<file path="src/hdl/lrip_pkg.sv">
// Shared widths, register indexes, side-band types and the CORDIC angle table.
package lrip_pkg;

  localparam int MAX_ROWS    = 128;
  localparam int MAX_COLUMNS = 4096;

  localparam int COORD_W = 20;               // point coordinate width
  localparam int SQ_W    = 40;               // sum of squares width
  localparam int RAD_W   = 60;               // radicand of the square root pipe
  localparam int ROOT_W  = 30;               // root width, one bit per stage
  localparam int REM_W   = ROOT_W + 3;       // root remainder width
  localparam int CW      = 34;               // CORDIC vector width
  localparam int ANG_W   = 24;               // angle width, 2^-20 rad
  localparam int CORDIC_STEPS = 20;
  localparam int DIV_W   = 24;               // dividend and quotient width
  localparam int DVS_W   = 21;               // divisor width
  localparam int DREM_W  = DVS_W + 1;        // divider remainder width

  localparam logic signed [ANG_W-1:0] HALF_PI = ANG_W'(1647099);
  // 100 * sum >= 65536 holds exactly when sum >= 656
  localparam logic [SQ_W-1:0] MIN_SUM = SQ_W'(656);

  localparam logic [2:0] CFG_ROW_COUNT     = 3'd0;
  localparam logic [2:0] CFG_COLUMN_COUNT  = 3'd1;
  localparam logic [2:0] CFG_BOTTOM_OFFSET = 3'd2;
  localparam logic [2:0] CFG_ROW_STEP      = 3'd3;
  localparam logic [2:0] CFG_COLUMN_STEP   = 3'd4;

  typedef struct packed {
    logic signed [COORD_W-1:0] x;
    logic signed [COORD_W-1:0] y;
    logic signed [COORD_W-1:0] z;
    logic                      near_ok;
  } sq_side_t;

  typedef struct packed {
    logic [19:0] distance;
    logic        near_ok;
  } cd_side_t;

  typedef struct packed {
    logic [19:0] distance;
    logic        near_ok;
    logic        row_neg;
    logic        col_neg;
  } dv_side_t;

  typedef struct packed {
    logic [DREM_W-1:0] rem;
    logic [DIV_W-1:0]  quo;
    logic [DIV_W-1:0]  num;
  } div_lane_t;

  // round(atan(2^-i) * 2^20)
  function automatic logic signed [ANG_W-1:0] atan_q20(input int step);
    case (step)
      0:  return ANG_W'(823550);
      1:  return ANG_W'(486170);
      2:  return ANG_W'(256879);
      3:  return ANG_W'(130396);
      4:  return ANG_W'(65451);
      5:  return ANG_W'(32757);
      6:  return ANG_W'(16383);
      7:  return ANG_W'(8192);
      8:  return ANG_W'(4096);
      9:  return ANG_W'(2048);
      10: return ANG_W'(1024);
      11: return ANG_W'(512);
      12: return ANG_W'(256);
      13: return ANG_W'(128);
      14: return ANG_W'(64);
      15: return ANG_W'(32);
      16: return ANG_W'(16);
      17: return ANG_W'(8);
      18: return ANG_W'(4);
      19: return ANG_W'(2);
      default: return '0;
    endcase
  endfunction

endpackage

</file>
<file path="src/hdl/lrip_sqrt.sv">
// Pipelined integer square root, one root bit per register stage.
module lrip_sqrt (
  input  logic                           clk,
  input  logic                           en,
  input  logic [lrip_pkg::RAD_W-1:0]     rad_in,
  output logic [lrip_pkg::ROOT_W-1:0]    root
);

  logic [lrip_pkg::REM_W-1:0]  rem_r  [lrip_pkg::ROOT_W-1];
  logic [lrip_pkg::RAD_W-1:0]  rad_r  [lrip_pkg::ROOT_W-1];
  logic [lrip_pkg::ROOT_W-1:0] root_r [lrip_pkg::ROOT_W];

  for (genvar k = 0; k < lrip_pkg::ROOT_W; k++) begin : g_stage
    logic [lrip_pkg::RAD_W-1:0]  rad_src;
    logic [lrip_pkg::REM_W-1:0]  rem_src;
    logic [lrip_pkg::ROOT_W-1:0] root_src;
    logic [lrip_pkg::REM_W-1:0]  rem_sh;
    logic [lrip_pkg::REM_W-1:0]  trial;
    logic                        fits;

    if (k == 0) begin : g_first
      assign rad_src  = rad_in;
      assign rem_src  = '0;
      assign root_src = '0;
    end else begin : g_next
      assign rad_src  = rad_r[k-1];
      assign rem_src  = rem_r[k-1];
      assign root_src = root_r[k-1];
    end

    // bring down the next two radicand bits and try root*4+1
    assign rem_sh = {rem_src[lrip_pkg::REM_W-3:0], rad_src[lrip_pkg::RAD_W-1 -: 2]};
    assign trial  = {1'b0, root_src, 2'b01};
    assign fits   = rem_sh >= trial;

    always_ff @(posedge clk) begin
      if (en) begin
        root_r[k] <= {root_src[lrip_pkg::ROOT_W-2:0], fits};
      end
    end

    if (k < lrip_pkg::ROOT_W - 1) begin : g_carry
      always_ff @(posedge clk) begin
        if (en) begin
          rem_r[k] <= fits ? rem_sh - trial : rem_sh;
          rad_r[k] <= {rad_src[lrip_pkg::RAD_W-3:0], 2'b00};
        end
      end
    end
  end

  assign root = root_r[lrip_pkg::ROOT_W-1];

endmodule

</file>
<file path="config.mk">
export PLATFORM = sky130hd
export DESIGN_NAME = lrip_sqrt
export DESIGN_NICKNAME = d
export VERILOG_FILES = /design/src/hdl/lrip_pkg.sv /design/src/hdl/lrip_sqrt.sv
export SDC_FILE = /design/constraint.sdc
export NUM_CORES = 2
export LEC_CHECK = 0
export BUFFER_PORTS_ARGS = -buffer_cell sky130_fd_sc_hd__clkbuf_2
export CAP_MARGIN = 5
export CORE_UTILIZATION = 45
export CTS_CLUSTER_DIAMETER = 40
export CTS_CLUSTER_SIZE = 16
export DETAILED_ROUTE_END_ITERATION = 12
export HOLD_SLACK_MARGIN = 0.06
export PLACE_DENSITY_LB_ADDON = 0.2
export SLEW_MARGIN = 20
export SYNTH_ARGS = -nofsm -noshare
export SYNTH_HDL_FRONTEND = slang
export SYNTH_SLANG_ARGS = --single-unit
</file>
<file path="constraint.sdc">
create_clock -name clk -period 5.3 [get_ports clk]
set_clock_uncertainty 0.1 [all_clocks]
set_input_delay 0.795 -clock clk [delete_from_list [all_inputs] [get_ports clk]]
set_output_delay 0.795 -clock clk [all_outputs]
set_load 0.01 [all_outputs]
</file>
==> results.cfg <==
[routing]
drc = 6
num_vias = 61800
first_pass_iters = 10
vias_per_cell = 5.36
ant_nets = 0
wl_per_cell_um = 18.1
wl_um = 209000
drtIter0Drc = 4886

[sta]
fmax_mhz = 245
min_period_ps = 4080
relSlewSlack_pct = 30.0
setup_viol = 0
setup-tns-final_ps = 0
final_max_slew_viol_count = 0
tightest_slew_ps = 1050
fin_crit_sh_pct = 77.0
final_hold_viol_count = 0
rsz0062_at_grt = no

[power]
powerDensity_nw_per_um2 = 469
leakagePower_nw = 45.6
ir_worst_vdd_mv = 0.303
p_total_mw = 55.7

[floorplanning]
die_x_um = 478
start_util_pct = 45.3
die_h_um = 478
num_rows = 174
coreArea_um2 = 225000
dieArea_um2 = 228000
pin_count = 92

[layout]
drive_gt1_share_pct = 10.7
area_growth_syn_to_layout_pct = 16.6
fill_cells = 18700
seq_area_um2 = 65800
multi_input_area_um2 = 33300
finalNetCount = 8818

[hold_path]
hold_path_class = in2reg

[clock_tree]
tritoncts = yes
cts_buffers = 356
insertion_delay_ps = 920
cts_root_buffer = clkbuf_16
cts_sinks = 2191
cts_setup_buffers = 0
cts.reportedPaths.clkPinSlew_ps = 60
clk_path_buf_depth = 4
ctsHtreeMaxLevel = 5

[synthesis]
syn_area_per_cell_um2 = 13.0
synth_edf_count = 2191
synth_top_family_by_area = simple AND/OR/NAND/NOR gates
async_reset_ff_share_pct = 0
synth-xor-area-share_pct = 5.91
seq_area_frac_synth_pct = 64.6
synth_compound_area_share_pct = 9.64
ys_warn_count = 0
muxShareOfSynthArea_pct = 1.10
ys.flop_type = edfxtp_1
ys_types = 82
synthSimpleGateAreaFrac_pct = 9.91
ys_ff_latch = 2191
syn_nets = 8374
synth_area_um2 = 102000
synthAdderAreaFrac_pct = 6.09
syn-instance-count = 7816

[global_routing]
grt_pass1_wl_um = 331000
overflow = 0
grt_antenna_before_repair = 1
grt.total_usage_pct = 18.1
grt_pass1_vias = 60700
grt_max_degree = 139

[critical_path]
crit_fanout = 22
crit_path_start_kind = flip-flop
required_ps = 5850
path_class = reg2reg
cpMostUsedCell = or4b_2
worstSetupEndpointType = flip-flop
max_stage_delay_ps = 860
worst_path_max_delay_cell = or4b_2
crit_arrival_ps = 4630
path_cells = ha_1 > o21a_1 > o21ai_0 > a21oi_1 > a2111oi_0 > or4b_2 > and3_1 > or4b_2 > nor3_1 > xor2_1

[outcome]
violations = design-rule violations
status = finished with violations

[place]
place_congestion = 0.896
port_buffers = 91
dp_hpwl_um = 147000

[run]
maxCapViolCount = 0
cells in the mapped netlist, types with 19 or more instances:
cell type,instances,area (um^2)
edfxtp_1,2191,65800
inv_1,619,2320
ha_1,496,6210
nor2_1,491,1840
nand2_1,488,1830
a21oi_1,464,2320
o21ai_0,365,1830
xnor2_1,363,3180
xor2_1,325,2850
nor3_1,197,986
a21o_1,180,1350
clkbuf_1,124,465
nand3_1,120,601
nand2b_1,109,682
o21a_1,97,728
nor4_1,95,594
mux2_2,93,1050
or3_1,93,582
nand4_1,77,482
nor2b_1,74,463
and3_1,67,419
o31ai_1,58,435
or4_1,53,398
o21bai_1,50,375
a211oi_1,47,353
a31oi_1,42,263
or2_2,39,244
o211ai_1,33,248
and2_1,30,188
nand3b_1,25,188
a21boi_0,21,158
a211o_1,19,166
o2111ai_1,19,166
metal layers:
metal / track usage (%) / vias up / routed length (um)
met1: 24.1 / 29800 / 93600
met4: 6.48 / 0 / 6500
met5: 0 / - / 0
li1: - / 30100 / -
met3: 2.83 / 454 / 9580
met2: 29.9 / 1442 / 98900
power breakdown:
group	leakage (nW)	internal [mW]	switching, mW
logic	18.9	4.13	5.60
clock network	5.67	14.3	8.27
registers	21.1	21.9	1.44
total	45.6	40.4	15.3
logic make-up after synthesis:
family,count (synthesis)
muxes,100
buffers and inverters,760
DFF,2191
and+or+nand+nor,2024
other,1
xor gates and xnor gates,688
AOI/OAI and AO/OA,1556
adders and majority gates,496
cell usage in the layout (no fill, tap or decap), drive strengths merged, types with 58 or more instances in the layout:
cell and n:
nor4 97, o31ai 58, nand2b 109, and3 67, xnor2 363, nand4 77
inv 694, clkbuf 470, o21a 97, o21ai 366, buf 74, or3 93
nor2 491, dlygate4sd3 61, nor3 198, a21oi 465, nor2b 74, nand2 488
xor2 325, mux2 93, ha 496, clkinv 97, nand3 120, a21o 180
edfxtp 2191
metrics by stage:
| stage | area (um^2) | utilization (%) | hold WS [ps] | instances | worst slack, ps |
|---|---|---|---|---|---|
| 2_1_floorplan | 102000 | - | 300 | 7816 | 1820 |
| 3_3_place_gp | 106000 | 47.3 | 300 | 10800 | 1340 |
| 3_5_place_dp | 106000 | 47.3 | 305 | 10800 | 1280 |
| 4_1_cts | 119000 | 52.8 | 261 | 11500 | 1240 |
| 5_1_grt | 119000 | 52.8 | 291 | 11500 | 940 |
| 6_report | 119000 | 52.8 | 270 | 11500 | 1220 |
worst max-delay path: cells and delay by family, from the launching register on:
family / cells / cell delay (ps)
flip-flops: 1 / 390
AND/OR/NAND/NOR: 4 / 2250
adder cells (fa/ha/maj): 1 / 370
AO/OA/AOI/OAI: 4 / 600
XOR/XNOR: 1 / 100
sequential cells by signal (all words and copies together), names as in the netlist:
register / count
rad_r: 870
rem_r: 856
root_r: 465
final cells by class:
| class | instances | share of cell area (%) |
|---|---|---|
| sequential | 2191 | 55.4 |
| multi-input combinational | 4865 | 28.1 |
| clock buffer | 380 | 7.65 |
| tap | 2992 | 3.15 |
| clock inverter | 250 | 2.28 |
| inverter | 621 | 1.96 |
| timing repair buffer | 225 | 1.53 |
| antenna | 2 | 0.00421 |
timing repair:
action                                  in CTS  in global routing
resized for setup                            0                  0
hold endpoints to repair                    61                  0
hold buffers                                61                  0
endpoints found under the setup margin       0                  0
worst paths after layout:
path / slack (ps) / to / startpoint / cells after the start
max: 1220 / rem_r[0][325] / rem_r[0][264] / 10
min: 270 / rad_r[0][60] / en / 1
max reg2reg: 1220 / rem_r[0][325] / rem_r[0][264] / 10
min reg2reg: 290 / rad_r[0][810] / rad_r[0][750] / 0
No activity file was read; power rests on OpenSTA's default activity.
